File: src/rtl/byc_pkg.sv
// shared types, constants and color arithmetic for the bgr to yuv converter
`default_nettype none

package byc_pkg;

    // output frame layouts
    typedef enum logic [1:0] {
        FMT_NV12 = 2'd0,
        FMT_YUY2 = 2'd1,
        FMT_I420 = 2'd2,
        FMT_BGR  = 2'd3
    } fmt_t;

    // register indexes on the configuration port
    localparam logic [1:0] CFG_FORMAT = 2'd0;
    localparam logic [1:0] CFG_WIDTH  = 2'd1;
    localparam logic [1:0] CFG_HEIGHT = 2'd2;

    localparam int unsigned SIZE_W   = 12;
    localparam int unsigned OFFSET_W = 24;

    localparam logic [1:0]        RESET_FORMAT = 2'd0;
    localparam logic [SIZE_W-1:0] RESET_WIDTH  = 12'd640;
    localparam logic [SIZE_W-1:0] RESET_HEIGHT = 12'd480;

    // bt.601 studio range coefficients
    localparam int unsigned Y_R = 66;
    localparam int unsigned Y_G = 129;
    localparam int unsigned Y_B = 25;
    localparam int unsigned U_R = 38;
    localparam int unsigned U_G = 74;
    localparam int unsigned U_B = 112;
    localparam int unsigned V_R = 112;
    localparam int unsigned V_G = 94;
    localparam int unsigned V_B = 18;
    localparam int unsigned ROUND = 128;
    localparam int unsigned Y_OFS = 16;
    // rounding plus a bias that keeps the chroma sums positive and adds 128 after the shift
    localparam int unsigned C_BIAS = 128 + 32768;

    typedef struct packed {
        logic [7:0] blue;
        logic [7:0] green;
        logic [7:0] red;
    } pixel_t;

    typedef struct packed {
        logic [OFFSET_W-1:0] byte_offset;
        logic [7:0]          byte_value;
        logic                last_of_run;
        logic                end_of_frame;
    } out_word_t;

    function automatic logic [7:0] luma_f(input logic [7:0] r, input logic [7:0] g,
                                          input logic [7:0] b);
        logic [15:0] acc;
        acc = 16'(Y_R * 32'(r) + Y_G * 32'(g) + Y_B * 32'(b) + ROUND);
        return 8'(acc[15:8] + 8'(Y_OFS));
    endfunction

    function automatic logic [7:0] u_f(input logic [7:0] r, input logic [7:0] g,
                                       input logic [7:0] b);
        logic [16:0] acc;
        acc = 17'(U_B * 32'(b) + C_BIAS - U_R * 32'(r) - U_G * 32'(g));
        return acc[15:8];
    endfunction

    function automatic logic [7:0] v_f(input logic [7:0] r, input logic [7:0] g,
                                       input logic [7:0] b);
        logic [16:0] acc;
        acc = 17'(V_R * 32'(r) + C_BIAS - V_G * 32'(g) - V_B * 32'(b));
        return acc[15:8];
    endfunction

endpackage

`default_nettype wire

File: src/rtl/bgr_to_yuv_format_converter_core.sv
// bgr to yuv frame format converter: pixel pipeline, byte serializer and config registers
//
//  channel   ports                                   dir   moves
//  ------    -----                                   ---   -----
//  pixel     s_valid s_ready s_data(blue,green,red)  in    one raster pixel per word
//  byte      m_valid m_ready m_data                  out   one (offset, value) word
//  config    cfg_valid cfg_ready cfg_index cfg_data  in    one register write per word
//
// a pixel passes an input register, a math register and a four entry byte
// buffer; it yields 0 (yuy2 even column), 1, 3 or 4 byte words
// the byte port emits one word a cycle while m_ready is high; a pixel yields 4 or 0
// words for yuy2 odd or even column, 3 for bgr, 3 or 1 for nv12/i420; a new pixel
// is taken while the previous one is still draining
// a pixel's first byte word is offered once the pixel has gone through the input
// register and the math register into the byte buffer
// aresetn is synchronous: counters, valids and config registers clear, the held pixel and payload do not
// a stalled byte port backs up through the pipeline to s_ready; config is always ready
`default_nettype none

module bgr_to_yuv_format_converter_core
    import byc_pkg::*;
#(
    parameter int unsigned MAX_WIDTH  = 2048,
    parameter int unsigned MAX_HEIGHT = 2048
) (
    input  wire logic              aclk,
    input  wire logic              aresetn,
    // pixel input
    input  wire logic              s_valid,
    output logic                   s_ready,
    input  wire pixel_t            s_data,
    // byte output
    output logic                   m_valid,
    input  wire logic              m_ready,
    output out_word_t              m_data,
    // configuration writes
    input  wire logic              cfg_valid,
    output logic                   cfg_ready,
    input  wire logic [1:0]        cfg_index,
    input  wire logic [SIZE_W-1:0] cfg_data
);

    // counter widths hold the largest size itself
    localparam int unsigned CW = $clog2(MAX_WIDTH + 1);
    localparam int unsigned RW = $clog2(MAX_HEIGHT + 1);
    // common width for counter and size compares
    localparam int unsigned XW = 15;
    localparam int unsigned HW = SIZE_W - 1;
    localparam int unsigned PQ = 2 * HW;

    // clamp to 2..maxv and force even
    function automatic logic [SIZE_W-1:0] eff_size(input logic [SIZE_W-1:0] v,
                                                   input int unsigned maxv);
        int unsigned t;
        t = 32'(v);
        if (t < 2) begin
            t = 2;
        end
        if (t > maxv) begin
            t = maxv;
        end
        return SIZE_W'(t) & ~SIZE_W'(1);
    endfunction

    // ---------------- configuration ----------------
    fmt_t              fmt_reg, fmt_next;
    logic [SIZE_W-1:0] w_eff_reg, w_eff_next;
    logic [SIZE_W-1:0] h_eff_reg, h_eff_next;
    // (w/2)*(h/2): a quarter of the luma plane size
    logic [PQ-1:0]     plane_q_reg, plane_q_next;
    logic [SIZE_W-1:0] cfg_eff;

    assign cfg_ready = 1'b1;

    always_comb begin
        fmt_next     = fmt_reg;
        w_eff_next   = w_eff_reg;
        h_eff_next   = h_eff_reg;
        plane_q_next = plane_q_reg;
        cfg_eff      = '0;
        if (cfg_valid) begin
            unique case (cfg_index)
                CFG_FORMAT: begin
                    fmt_next = fmt_t'(cfg_data[1:0]);
                end
                CFG_WIDTH: begin
                    cfg_eff      = eff_size(cfg_data, MAX_WIDTH);
                    w_eff_next   = cfg_eff;
                    plane_q_next = cfg_eff[SIZE_W-1:1] * h_eff_reg[SIZE_W-1:1];
                end
                CFG_HEIGHT: begin
                    cfg_eff      = eff_size(cfg_data, MAX_HEIGHT);
                    h_eff_next   = cfg_eff;
                    plane_q_next = w_eff_reg[SIZE_W-1:1] * cfg_eff[SIZE_W-1:1];
                end
                default: begin
                    // unused index: write is dropped
                end
            endcase
        end
    end

    // ---------------- position counters ----------------
    logic [CW-1:0] col_reg, col_next;
    logic [RW-1:0] row_reg, row_next;
    logic [XW-1:0] w_x, h_x, c_pre, r_inc, r_pre, c_inc, r_adv;
    logic          frame_last;
    logic          s_fire;

    always_comb begin
        w_x   = XW'(w_eff_reg);
        h_x   = XW'(h_eff_reg);
        // a counter left beyond a shrunken size wraps before the pixel is placed
        c_pre = (XW'(col_reg) >= w_x) ? '0 : XW'(col_reg);
        r_inc = (XW'(col_reg) >= w_x) ? XW'(row_reg) + XW'(1) : XW'(row_reg);
        r_pre = (r_inc >= h_x) ? '0 : r_inc;
        frame_last = (r_pre == h_x - XW'(1)) && (c_pre == w_x - XW'(1));
        // advance after the pixel
        c_inc = c_pre + XW'(1);
        r_adv = r_pre + XW'(1);
        col_next = col_reg;
        row_next = row_reg;
        if (s_fire) begin
            if (c_inc >= w_x) begin
                col_next = '0;
                row_next = (r_adv >= h_x) ? '0 : RW'(r_adv);
            end else begin
                col_next = CW'(c_inc);
                row_next = RW'(r_pre);
            end
        end
    end

    // ---------------- input register stage ----------------
    logic          s1_valid_reg;
    pixel_t        s1_pix_reg;
    pixel_t        s1_prev_reg;
    logic [CW-1:0] s1_col_reg;
    logic [RW-1:0] s1_row_reg;
    logic          s1_eof_reg;
    fmt_t          s1_fmt_reg;
    // previous pixel, first half of a yuy2 pair
    pixel_t        held_pixel_reg;

    // ---------------- math register stage ----------------
    logic              s2_valid_reg;
    fmt_t              s2_fmt_reg;
    pixel_t            s2_pix_reg;
    logic [CW-1:0]     s2_col_reg;
    logic              s2_row0_reg;
    logic              s2_eof_reg;
    logic [OFFSET_W-1:0] s2_p_reg;
    logic [7:0]        s2_y_cur_reg, s2_y_prev_reg;
    logic [7:0]        s2_u_cur_reg, s2_v_cur_reg;
    logic [7:0]        s2_u_avg_reg, s2_v_avg_reg;

    // ---------------- byte buffer ----------------
    out_word_t  buf_reg [4];
    out_word_t  buf_next [4];
    logic [2:0] buf_cnt_reg, buf_cnt_next;

    logic buf_free, s2_free, s2_fire, s1_fire, m_fire;

    assign m_fire   = m_valid && m_ready;
    assign buf_free = (buf_cnt_reg == 3'd0) || ((buf_cnt_reg == 3'd1) && m_ready);
    assign s2_fire  = s2_valid_reg && buf_free;
    assign s2_free  = !s2_valid_reg || buf_free;
    assign s1_fire  = s1_valid_reg && s2_free;
    assign s_ready  = !s1_valid_reg || s2_free;
    assign s_fire   = s_valid && s_ready;

    // stage 1 to 2: color math and the row product
    logic [7:0]            ra, ga, ba;
    logic [RW+HW-2:0]      p_full;

    always_comb begin
        ra = 8'((9'(s1_prev_reg.red) + 9'(s1_pix_reg.red)) >> 1);
        ga = 8'((9'(s1_prev_reg.green) + 9'(s1_pix_reg.green)) >> 1);
        ba = 8'((9'(s1_prev_reg.blue) + 9'(s1_pix_reg.blue)) >> 1);
        // (row/2)*(width/2); row*width = 4p + (odd row ? width : 0)
        p_full = s1_row_reg[RW-1:1] * w_eff_reg[SIZE_W-1:1];
    end

    // stage 2 to buffer: byte offsets and the word list
    logic [OFFSET_W-1:0] row_off, pix_off, idx, plane, base;
    out_word_t           ent [4];
    logic [2:0]          ent_n;
    logic                chroma_site;

    always_comb begin
        plane   = {plane_q_reg, 2'b00};
        row_off = {s2_p_reg[OFFSET_W-3:0], 2'b00}
                + (s2_row0_reg ? OFFSET_W'(w_eff_reg) : '0);
        pix_off = row_off + OFFSET_W'(s2_col_reg);
        idx     = s2_p_reg + OFFSET_W'(s2_col_reg >> 1);
        base    = '0;
        chroma_site = !s2_row0_reg && !s2_col_reg[0];
        for (int i = 0; i < 4; i++) begin
            ent[i] = '0;
        end
        ent_n = 3'd0;
        unique case (s2_fmt_reg)
            FMT_NV12, FMT_I420: begin
                ent[0].byte_offset = pix_off;
                ent[0].byte_value  = s2_y_cur_reg;
                ent_n = 3'd1;
                if (chroma_site) begin
                    ent_n = 3'd3;
                    ent[1].byte_value = s2_u_cur_reg;
                    ent[2].byte_value = s2_v_cur_reg;
                    if (s2_fmt_reg == FMT_NV12) begin
                        // interleaved chroma after the luma plane
                        ent[1].byte_offset = plane + {idx[OFFSET_W-2:0], 1'b0};
                        ent[2].byte_offset = plane + {idx[OFFSET_W-2:0], 1'b1};
                    end else begin
                        // separate u and v planes
                        ent[1].byte_offset = plane + idx;
                        ent[2].byte_offset = plane + OFFSET_W'(plane_q_reg) + idx;
                    end
                end
            end
            FMT_YUY2: begin
                // the pair is written on its odd pixel as y0 u y1 v
                base = {pix_off[OFFSET_W-2:0] - (OFFSET_W-1)'(1), 1'b0};
                ent[0].byte_offset = base;
                ent[0].byte_value  = s2_y_prev_reg;
                ent[1].byte_offset = base + OFFSET_W'(1);
                ent[1].byte_value  = s2_u_avg_reg;
                ent[2].byte_offset = base + OFFSET_W'(2);
                ent[2].byte_value  = s2_y_cur_reg;
                ent[3].byte_offset = base + OFFSET_W'(3);
                ent[3].byte_value  = s2_v_avg_reg;
                ent_n = s2_col_reg[0] ? 3'd4 : 3'd0;
            end
            FMT_BGR: begin
                base = {pix_off[OFFSET_W-2:0], 1'b0} + pix_off;
                ent[0].byte_offset = base;
                ent[0].byte_value  = s2_pix_reg.blue;
                ent[1].byte_offset = base + OFFSET_W'(1);
                ent[1].byte_value  = s2_pix_reg.green;
                ent[2].byte_offset = base + OFFSET_W'(2);
                ent[2].byte_value  = s2_pix_reg.red;
                ent_n = 3'd3;
            end
            default: begin
                ent_n = 3'd0;
            end
        endcase
        // flags go on the last word of the pixel
        for (int i = 0; i < 4; i++) begin
            if (3'(i) + 3'd1 == ent_n) begin
                ent[i].last_of_run  = 1'b1;
                ent[i].end_of_frame = s2_eof_reg;
            end
        end
    end

    // buffer: shift out at the head, load a whole pixel when empty or emptying
    always_comb begin
        for (int i = 0; i < 4; i++) begin
            buf_next[i] = buf_reg[i];
        end
        buf_cnt_next = buf_cnt_reg;
        if (m_fire) begin
            for (int i = 0; i < 3; i++) begin
                buf_next[i] = buf_reg[i + 1];
            end
            buf_cnt_next = buf_cnt_reg - 3'd1;
        end
        if (s2_fire) begin
            for (int i = 0; i < 4; i++) begin
                buf_next[i] = ent[i];
            end
            buf_cnt_next = ent_n;
        end
    end

    assign m_valid = (buf_cnt_reg != 3'd0);
    assign m_data  = buf_reg[0];

    // control state
    always_ff @(posedge aclk) begin
        if (!aresetn) begin
            fmt_reg      <= fmt_t'(RESET_FORMAT);
            w_eff_reg    <= RESET_WIDTH;
            h_eff_reg    <= RESET_HEIGHT;
            plane_q_reg  <= PQ'(RESET_WIDTH[SIZE_W-1:1] * RESET_HEIGHT[SIZE_W-1:1]);
            col_reg      <= '0;
            row_reg      <= '0;
            s1_valid_reg <= 1'b0;
            s2_valid_reg <= 1'b0;
            buf_cnt_reg  <= 3'd0;
        end else begin
            fmt_reg      <= fmt_next;
            w_eff_reg    <= w_eff_next;
            h_eff_reg    <= h_eff_next;
            plane_q_reg  <= plane_q_next;
            col_reg      <= col_next;
            row_reg      <= row_next;
            if (s_fire) begin
                s1_valid_reg <= 1'b1;
            end else if (s1_fire) begin
                s1_valid_reg <= 1'b0;
            end
            if (s1_fire) begin
                s2_valid_reg <= 1'b1;
            end else if (s2_fire) begin
                s2_valid_reg <= 1'b0;
            end
            buf_cnt_reg <= buf_cnt_next;
        end
    end

    // payload
    always_ff @(posedge aclk) begin
        if (s_fire) begin
            held_pixel_reg <= s_data;
            s1_pix_reg     <= s_data;
            s1_prev_reg    <= held_pixel_reg;
            s1_col_reg     <= CW'(c_pre);
            s1_row_reg     <= RW'(r_pre);
            s1_eof_reg     <= frame_last;
            s1_fmt_reg     <= fmt_reg;
        end
        if (s1_fire) begin
            s2_fmt_reg    <= s1_fmt_reg;
            s2_pix_reg    <= s1_pix_reg;
            s2_col_reg    <= s1_col_reg;
            s2_row0_reg   <= s1_row_reg[0];
            s2_eof_reg    <= s1_eof_reg;
            s2_p_reg      <= OFFSET_W'(p_full);
            s2_y_cur_reg  <= luma_f(s1_pix_reg.red, s1_pix_reg.green, s1_pix_reg.blue);
            s2_y_prev_reg <= luma_f(s1_prev_reg.red, s1_prev_reg.green, s1_prev_reg.blue);
            s2_u_cur_reg  <= u_f(s1_pix_reg.red, s1_pix_reg.green, s1_pix_reg.blue);
            s2_v_cur_reg  <= v_f(s1_pix_reg.red, s1_pix_reg.green, s1_pix_reg.blue);
            s2_u_avg_reg  <= u_f(ra, ga, ba);
            s2_v_avg_reg  <= v_f(ra, ga, ba);
        end
        for (int i = 0; i < 4; i++) begin
            buf_reg[i] <= buf_next[i];
        end
    end

    // ---------------- assertions ----------------
    a_buf_depth: assert property (@(posedge aclk) disable iff (!aresetn)
        buf_cnt_reg <= 3'd4)
        else $error("byte buffer count beyond its depth");

    a_eof_is_last: assert property (@(posedge aclk) disable iff (!aresetn)
        m_valid |-> (!m_data.end_of_frame || m_data.last_of_run))
        else $error("end of frame on a word that does not close its pixel");

    a_accept_fills: assert property (@(posedge aclk) disable iff (!aresetn)
        s_fire |=> s1_valid_reg)
        else $error("accepted pixel lost from the input register");

    a_no_overwrite: assert property (@(posedge aclk) disable iff (!aresetn)
        (s2_valid_reg && !buf_free) |=> s2_valid_reg)
        else $error("math stage dropped while the byte buffer was busy");

endmodule

`default_nettype wire
File: config.mk
export PLATFORM = sky130hd
export DESIGN_NAME = bgr_to_yuv_format_converter_core
export DESIGN_NICKNAME = d
export VERILOG_FILES = /design/src/rtl/byc_pkg.sv /design/src/rtl/bgr_to_yuv_format_converter_core.sv
export SDC_FILE = /design/constraint.sdc
export NUM_CORES = 2
export LEC_CHECK = 0
export ABC_AREA = 1
export BUFFER_PORTS_ARGS = -buffer_cell sky130_fd_sc_hd__clkbuf_2
export CORE_ASPECT_RATIO = 1.25
export CORE_MARGIN = 5
export CORE_UTILIZATION = 44
export CTS_BUF_LIST = sky130_fd_sc_hd__clkbuf_8
export CTS_CLUSTER_SIZE = 8
export DETAILED_ROUTE_END_ITERATION = 10
export PLACE_DENSITY_LB_ADDON = 0.1
export SYNTH_ARGS = -nofsm -noshare
export SYNTH_HDL_FRONTEND = slang
export SYNTH_SLANG_ARGS = --single-unit
File: constraint.sdc
create_clock -name aclk -period 11.7 [get_ports aclk]
set_input_delay 2.34 -clock aclk [delete_from_list [all_inputs] [get_ports aclk]]
set_output_delay 2.34 -clock aclk [all_outputs]
set_load 0.01 [all_outputs]
Word-level counts from Yosys, hierarchy flattened

Memories as Yosys holds them, arrays and structs flattened.
Index checks and enable logic that the tools add are counted.
Widths: inputs -> output; s select.

Bits in registers: 260
RAM bits: 136
Output and inout bits: 37
Word-level logic and storage cells: 187
Memories kept: 1

Memory list:

| name    | depth | bits a word | read ports | clocked after Yosys merged registers in | write ports | line                                    | text |
|---|---|---|---|---|---|---|---|
| buf_reg | 4     | 34          | 4          | 0                                       | 4           | bgr_to_yuv_format_converter_core.sv:158 | `out_word_t buf_reg [4];` |

Add/subtract/negate cells: 44
Multipliers: 21
Order comparisons: 7
Equality and inequality tests: 12
Mux-type cells: 42
Reductions and logical operators: 27

Operator list:

| operator               | number |
|---|---|
| $pmux 32 s3            | 3 |
| $mux 32                | 7 |
| $mux 12                | 12 |
| $mux 136               | 1 |
| $mux 102               | 1 |
| $mul 6x8->14 const A   | 6 |
| $add 24x2->24 const B  | 3 |
| $add 24x24->24         | 3 |
| $mul 11x11->22         | 3 |
| $add 15x16->16 const B | 4 |
| $gt 32x12->1 const B   | 2 |
| $sub 16x14->16         | 4 |
| $mul 5x8->13 const A   | 4 |
| $add 24x1->24 const B  | 2 |
| $add 24x12->24         | 2 |
| $add 24x23->24         | 2 |
| $mux 24                | 2 |
| $mul 3x8->11 const A   | 4 |
| $pmux 22 s2            | 1 |
| $add 15x16->16         | 2 |
| $add 16x13->16         | 2 |
| $add 16x8->16 const B  | 2 |
| $mul 8x8->16 const A   | 2 |
| $sub 16x15->16         | 2 |
| 37 further kinds       | 77 |

Longest topological paths before layout

Depth in word-level cells: 10
Gate-level depth with buffers: 41

Worst setup path after synthesis

Ideal clock, no wire load.

Path type: input-to-reg
Start: input cfg_data[6]
End: register plane_q_reg[18]
Setup time: 0.116 ns
Data arrival time: 7.899 ns
Data required time: 11.584 ns
Slack: 3.685 ns
Stages: 29
Buffers on the path: 1
Cell sequence: nor2_1 inv_1 nor4_1 a31oi_1 nor2_1 clkinv_1 clkbuf_1 nor2_1 fa_1 fa_1 fa_1 fa_1 inv_1 fa_1 inv_1 ha_1 nand2_1 nor2_1 nand3_1 nand3_1 inv_1 o31ai_1 nand2_1 nand2_1 a21oi_1 o21ai_0 nand3_1 o211ai_1 inv_1

Word-level cells in the longest chain between the ends: 10
Elaborated cells between the ends (all ways): 17
Those cells by class: 2 x mul; 3 x order compare; 12 x mux

Ends and longest elaborated chain:

| item                              | line                                                                           | text |
|---|---|---|
| start, declared                   | bgr_to_yuv_format_converter_core.sv:40                                         | `input wire logic [SIZE_W-1:0] cfg_data` |
| $lt 12x2->1                       | bgr_to_yuv_format_converter_core.sv:56                                         | `if (t < 2) begin` |
| $mux 12 (*)                       | bgr_to_yuv_format_converter_core.sv:56                                         |  |
| $mux 32                           | bgr_to_yuv_format_converter_core.sv:82                                         | `unique case (cfg_index)` |
| $mux 32                           | bgr_to_yuv_format_converter_core.sv:81                                         | `if (cfg_valid) begin` |
| $gt 32x12->1                      | bgr_to_yuv_format_converter_core.sv:59                                         | `if (t > maxv) begin` |
| $mux 12                           | bgr_to_yuv_format_converter_core.sv:59                                         |  |
| $mux 12                           | bgr_to_yuv_format_converter_core.sv:82                                         |  |
| $mux 12                           | bgr_to_yuv_format_converter_core.sv:81                                         |  |
| $mul 11x11->22 (on tied branches) | bgr_to_yuv_format_converter_core.sv:94, bgr_to_yuv_format_converter_core.sv:89 |  |
| $pmux 22 s2 (*)                   | bgr_to_yuv_format_converter_core.sv:82                                         |  |
| end signal, assigned              | bgr_to_yuv_format_converter_core.sv:287                                        | `plane_q_reg <= PQ'(RESET_WIDTH[SIZE_W-1:1] * RESET_HEIGHT[SIZE_W-1:1]);` |
| end signal, assigned              | bgr_to_yuv_format_converter_core.sv:297                                        | `plane_q_reg <= plane_q_next;` |
| end, declared                     | bgr_to_yuv_format_converter_core.sv:70                                         | `logic [PQ-1:0] plane_q_reg, plane_q_next;` |

Every way passes the cells marked *; elsewhere a longest branch is shown, timed or not. The select of a mux whose other input is x is not followed.
A chain may end at the register's enable or synchronous reset.

Final worst setup path

Start: input cfg_data[11]
End: register plane_q_reg[17]

The elaborated chain is that of the path after synthesis.

==> flow_summary.rst <==
.. list-table::
   :header-rows: 1

   * - Metric
     - Value
   * - Critical Path RT
     - 12.39 ns
   * - MaxCap Viol Count
     - 0
   * - Most Frequent Cell on Critical Path
     - sky130_fd_sc_hd__inv_1
   * - Worst hold path class
     - reg2reg
   * - Largest family of logic cells by synthesized area
     - adder cells
   * - Number of gates resized after CTS
     - 0
   * - Placer congestion estimate
     - slightly above 0.9
   * - Via/cell ratio
     - 5.26
   * - Part of the cycle the worst path needs
     - about three quarters
   * - Maximum level of the CTS H-tree
     - 3
   * - Number of buffers inserted for hold repair after clock tree synthesis
     - 0
   * - Worst reg2reg path startpoint
     - held_pixel_reg[8]
   * - Clock insertion delay at the later pin of the skew report
     - 0.74 ns
   * - Post-route DRC violation count
     - 0
   * - Worst Clk Skew
     - roughly 0.033 ns
   * - GRT overflow
     - 0
   * - Number of top-level pins
     - 80
   * - Number of flip-flops and latches in the synthesized netlist
     - 396
   * - Vias
     - 45.0k
   * - Syn Nets
     - ~8.1k
   * - Width of the die
     - 325 um
   * - Cell with the largest stage delay on the worst path
     - sky130_fd_sc_hd__nand2_1
   * - Synthesized-area fraction occupied by ao, oa, aoi and oai cells
     - 10.6%
   * - RSZ-0062 raised after global routing
     - false
   * - Number of distinct library cells after synthesis
     - between 70 and 80
   * - Run status
     - complete, no violations
   * - Clock root buffer master
     - sky130_fd_sc_hd__clkbuf_8
   * - Number of detailed-routing iterations run before antenna repair
     - 5
   * - Row Count
     - 144
   * - Number of buffers added for setup after CTS
     - 0
   * - Post-DP HPWL
     - between 100000 and 150000 um
   * - Layout cell share with drive strength beyond 1
     - 6.02%
   * - Initial Util
     - 44.3%
   * - First-pass GRT wire length
     - around 260000 um
   * - Crit-path max FO
     - 25
   * - Adder-cell share of the synthesized area
     - 35.8%
   * - XOR/XNOR Fraction of Synth Area
     - 5.10%
   * - Final worst path period need
     - 8.71 ns
   * - Clock Sink Count
     - 396
   * - Clock slew seen by the registers of the worst setup and hold paths
     - 0.06 ns
   * - Antenna violations before repair
     - 4
   * - Total standard cell area after synthesis
     - 0.0547 mm2
   * - Average size of a mapped cell
     - 8.03 um2
   * - Crit. Startpoint
     - cfg_data[11]
   * - Final hold violation count
     - 0
   * - Gate Count Post-Synth
     - between 6k and 7k
   * - Number of DRC markers after the initial detailed-route iteration
     - 2646
   * - Global-route usage over all layers
     - 25.3%
   * - Final Max Slew Viols
     - 0
   * - Count of antenna-violating nets left after detailed routing
     - 0
   * - Full die area
     - approximately 0.13 mm2
   * - Delay of the slowest cell on the worst path
     - approximately 0.74 ns
   * - Measured slew at the worst slew-check pin
     - roughly 1.1 ns
   * - Upper clock frequency limit
     - 0.115 GHz
   * - Routed wire per std cell
     - roughly 20 um
   * - Simple-gate share of the synthesized area
     - 17.4%
   * - Number of CTS-inserted buffers
     - between 70 and 80
   * - Number of input and output port buffers inserted
     - 78
   * - Worst endpoint data arrival time
     - about 9.4 ns
   * - Accumulated negative setup slack
     - 0 ns
   * - Main synth FF type
     - sky130_fd_sc_hd__edfxtp_1
   * - Maximum clock insertion buffer count
     - 3
   * - Sort of element at the end of the critical path
     - flip-flop
   * - Synthesis warning total
     - 0
   * - Placeable Area
     - 0.123 mm2
   * - Async S/R FF share, synth
     - 0%
   * - Clock tree from TritonCTS
     - built
   * - Worst Setup Start Kind
     - input pin
   * - Die boundary height
     - 404 um
   * - Worst slew slack as a fraction of its limit
     - 25.8%
   * - Number of flops mapped to enable cells by yosys
     - 321
   * - Maximum number of pins on one net before global-route repair
     - about 170
   * - Worst-case register-to-register setup slack
     - 3.59 ns
   * - Critical Setup Path Class
     - in2reg
   * - # nets final
     - 8218
   * - Start point of the worst hold path
     - s1_col_reg[5]
   * - Sequential-to-total area share from yosys stat
     - between 20 and 25%
   * - Area growth from synthesis to final layout
     - 7.11%
   * - Largest register FFs
     - 136
   * - Detailed-route wire length
     - between 150000 and 200000 um
   * - Final setup fails
     - 0
   * - Vias in the first global route
     - between 40k and 50k
   * - Fraction of synthesized area in multiplexers
     - 0%
-- synth_stat cells, types with 15 or more instances --
cell	count	area [um2]
sky130_fd_sc_hd__clkbuf_1	123	462
sky130_fd_sc_hd__a21o_1	33	248
sky130_fd_sc_hd__o21ai_0	289	1450
sky130_fd_sc_hd__o21bai_1	29	218
sky130_fd_sc_hd__nand2_1	1212	4550
sky130_fd_sc_hd__nor4_1	17	106
sky130_fd_sc_hd__o211ai_1	39	293
sky130_fd_sc_hd__nand3_2	15	150
sky130_fd_sc_hd__nand3b_1	16	120
sky130_fd_sc_hd__nor3_1	43	215
sky130_fd_sc_hd__inv_1	1348	5060
sky130_fd_sc_hd__fa_1	453	9070
sky130_fd_sc_hd__xnor2_1	93	815
sky130_fd_sc_hd__nand2_2	32	200
sky130_fd_sc_hd__or2_2	19	119
sky130_fd_sc_hd__o21ai_1	27	135
sky130_fd_sc_hd__a31oi_1	31	194
sky130_fd_sc_hd__a21oi_1	463	2320
sky130_fd_sc_hd__nand3_1	263	1320
sky130_fd_sc_hd__dfxtp_1	75	1500
sky130_fd_sc_hd__nor2_2	30	188
sky130_fd_sc_hd__nor2_1	510	1910
sky130_fd_sc_hd__nand4_1	55	344
sky130_fd_sc_hd__a41oi_1	36	315
sky130_fd_sc_hd__ha_1	841	10500
sky130_fd_sc_hd__xor2_1	210	1840
sky130_fd_sc_hd__inv_2	33	124
sky130_fd_sc_hd__edfxtp_1	321	9640
-- final cells by class --
cell class	instances	area, um2
clock inverters	57	468
inverters	1395	5240
fillers	12354	64900
clock buffers	78	1070
well taps	1606	2010
flip-flops and latches	396	11100
repair buffers	139	861
multi-input cells	4874	37800
diodes	2	5.00
-- placed cells by master, fill, tap and decap left out, drive strengths merged, types with 33 or more instances in the layout --
master,n
o211ai,39
nand4,55
nor3,46
clkinv,37
fa,453
a21o,33
nor2,553
a41oi,36
xor2,215
o21ai,317
ha,841
xnor2,95
nand3,280
a21oi,469
buf,61
inv,1401
clkbuf,156
nand2,1246
edfxtp,321
dfxtp,75
-- cell families (layout without fill, tap and decap cells) --
group / count (synthesis) / in the layout
flops: 396 / 396
simple gates: 2241 / 2241
fa+ha+maj: 1294 / 1294
buf+inv: 1538 / 1669
other cells: 1 / 3
xor+xnor: 310 / 310
compound gates: 1028 / 1028
-- per-layer routing --
layer | global-route usage (%) | up-vias | share of wire, %
li1 | - | 22138 | -
met1 | 30.4 | 21503 | 41
met2 | 46.8 | 1039 | 51
met3 | 2.90 | 279 | 4.1
met4 | 8.89 | 2 | 3.8
met5 | 0 | - | 0.0066
-- worst max-delay path: cells and delay by family --
family / cells / cell delay, ns
AND/OR/NAND/NOR: 5 / 1.13
adder cells (fa/ha/maj): 6 / 2.65
AO/OA/AOI/OAI: 7 / 1.68
XOR/XNOR: 1 / 0.17
buffers and inverters: 8 / 1.40
-- worst paths after layout --
check                         end  cells after the start
hold reg to reg     s2_col_reg[5]                      0
setup reg to reg  s2_v_avg_reg[7]                     32
hold / removal      s2_col_reg[5]                      0
setup / recovery  plane_q_reg[17]                     27
-- metrics by stage --
step           std cells  hold slack [ns]  area [um2]  utilization, %  worst slack (ns)
2_1_floorplan       6808            0.400       54700               -              3.69
3_3_place_gp        8410            0.407       57000            46.2              2.42
3_5_place_dp        8410            0.406       57000            46.2              2.36
4_1_cts             8545            0.415       58600            47.4              3.16
5_1_grt             8546            0.422       58600            47.4              2.60
6_report            8547            0.417       58600            47.5              2.99
Power is left out: the tool's default activity adds up to more than one toggle a clock period on the data nets, which glitch-free logic cannot reach.
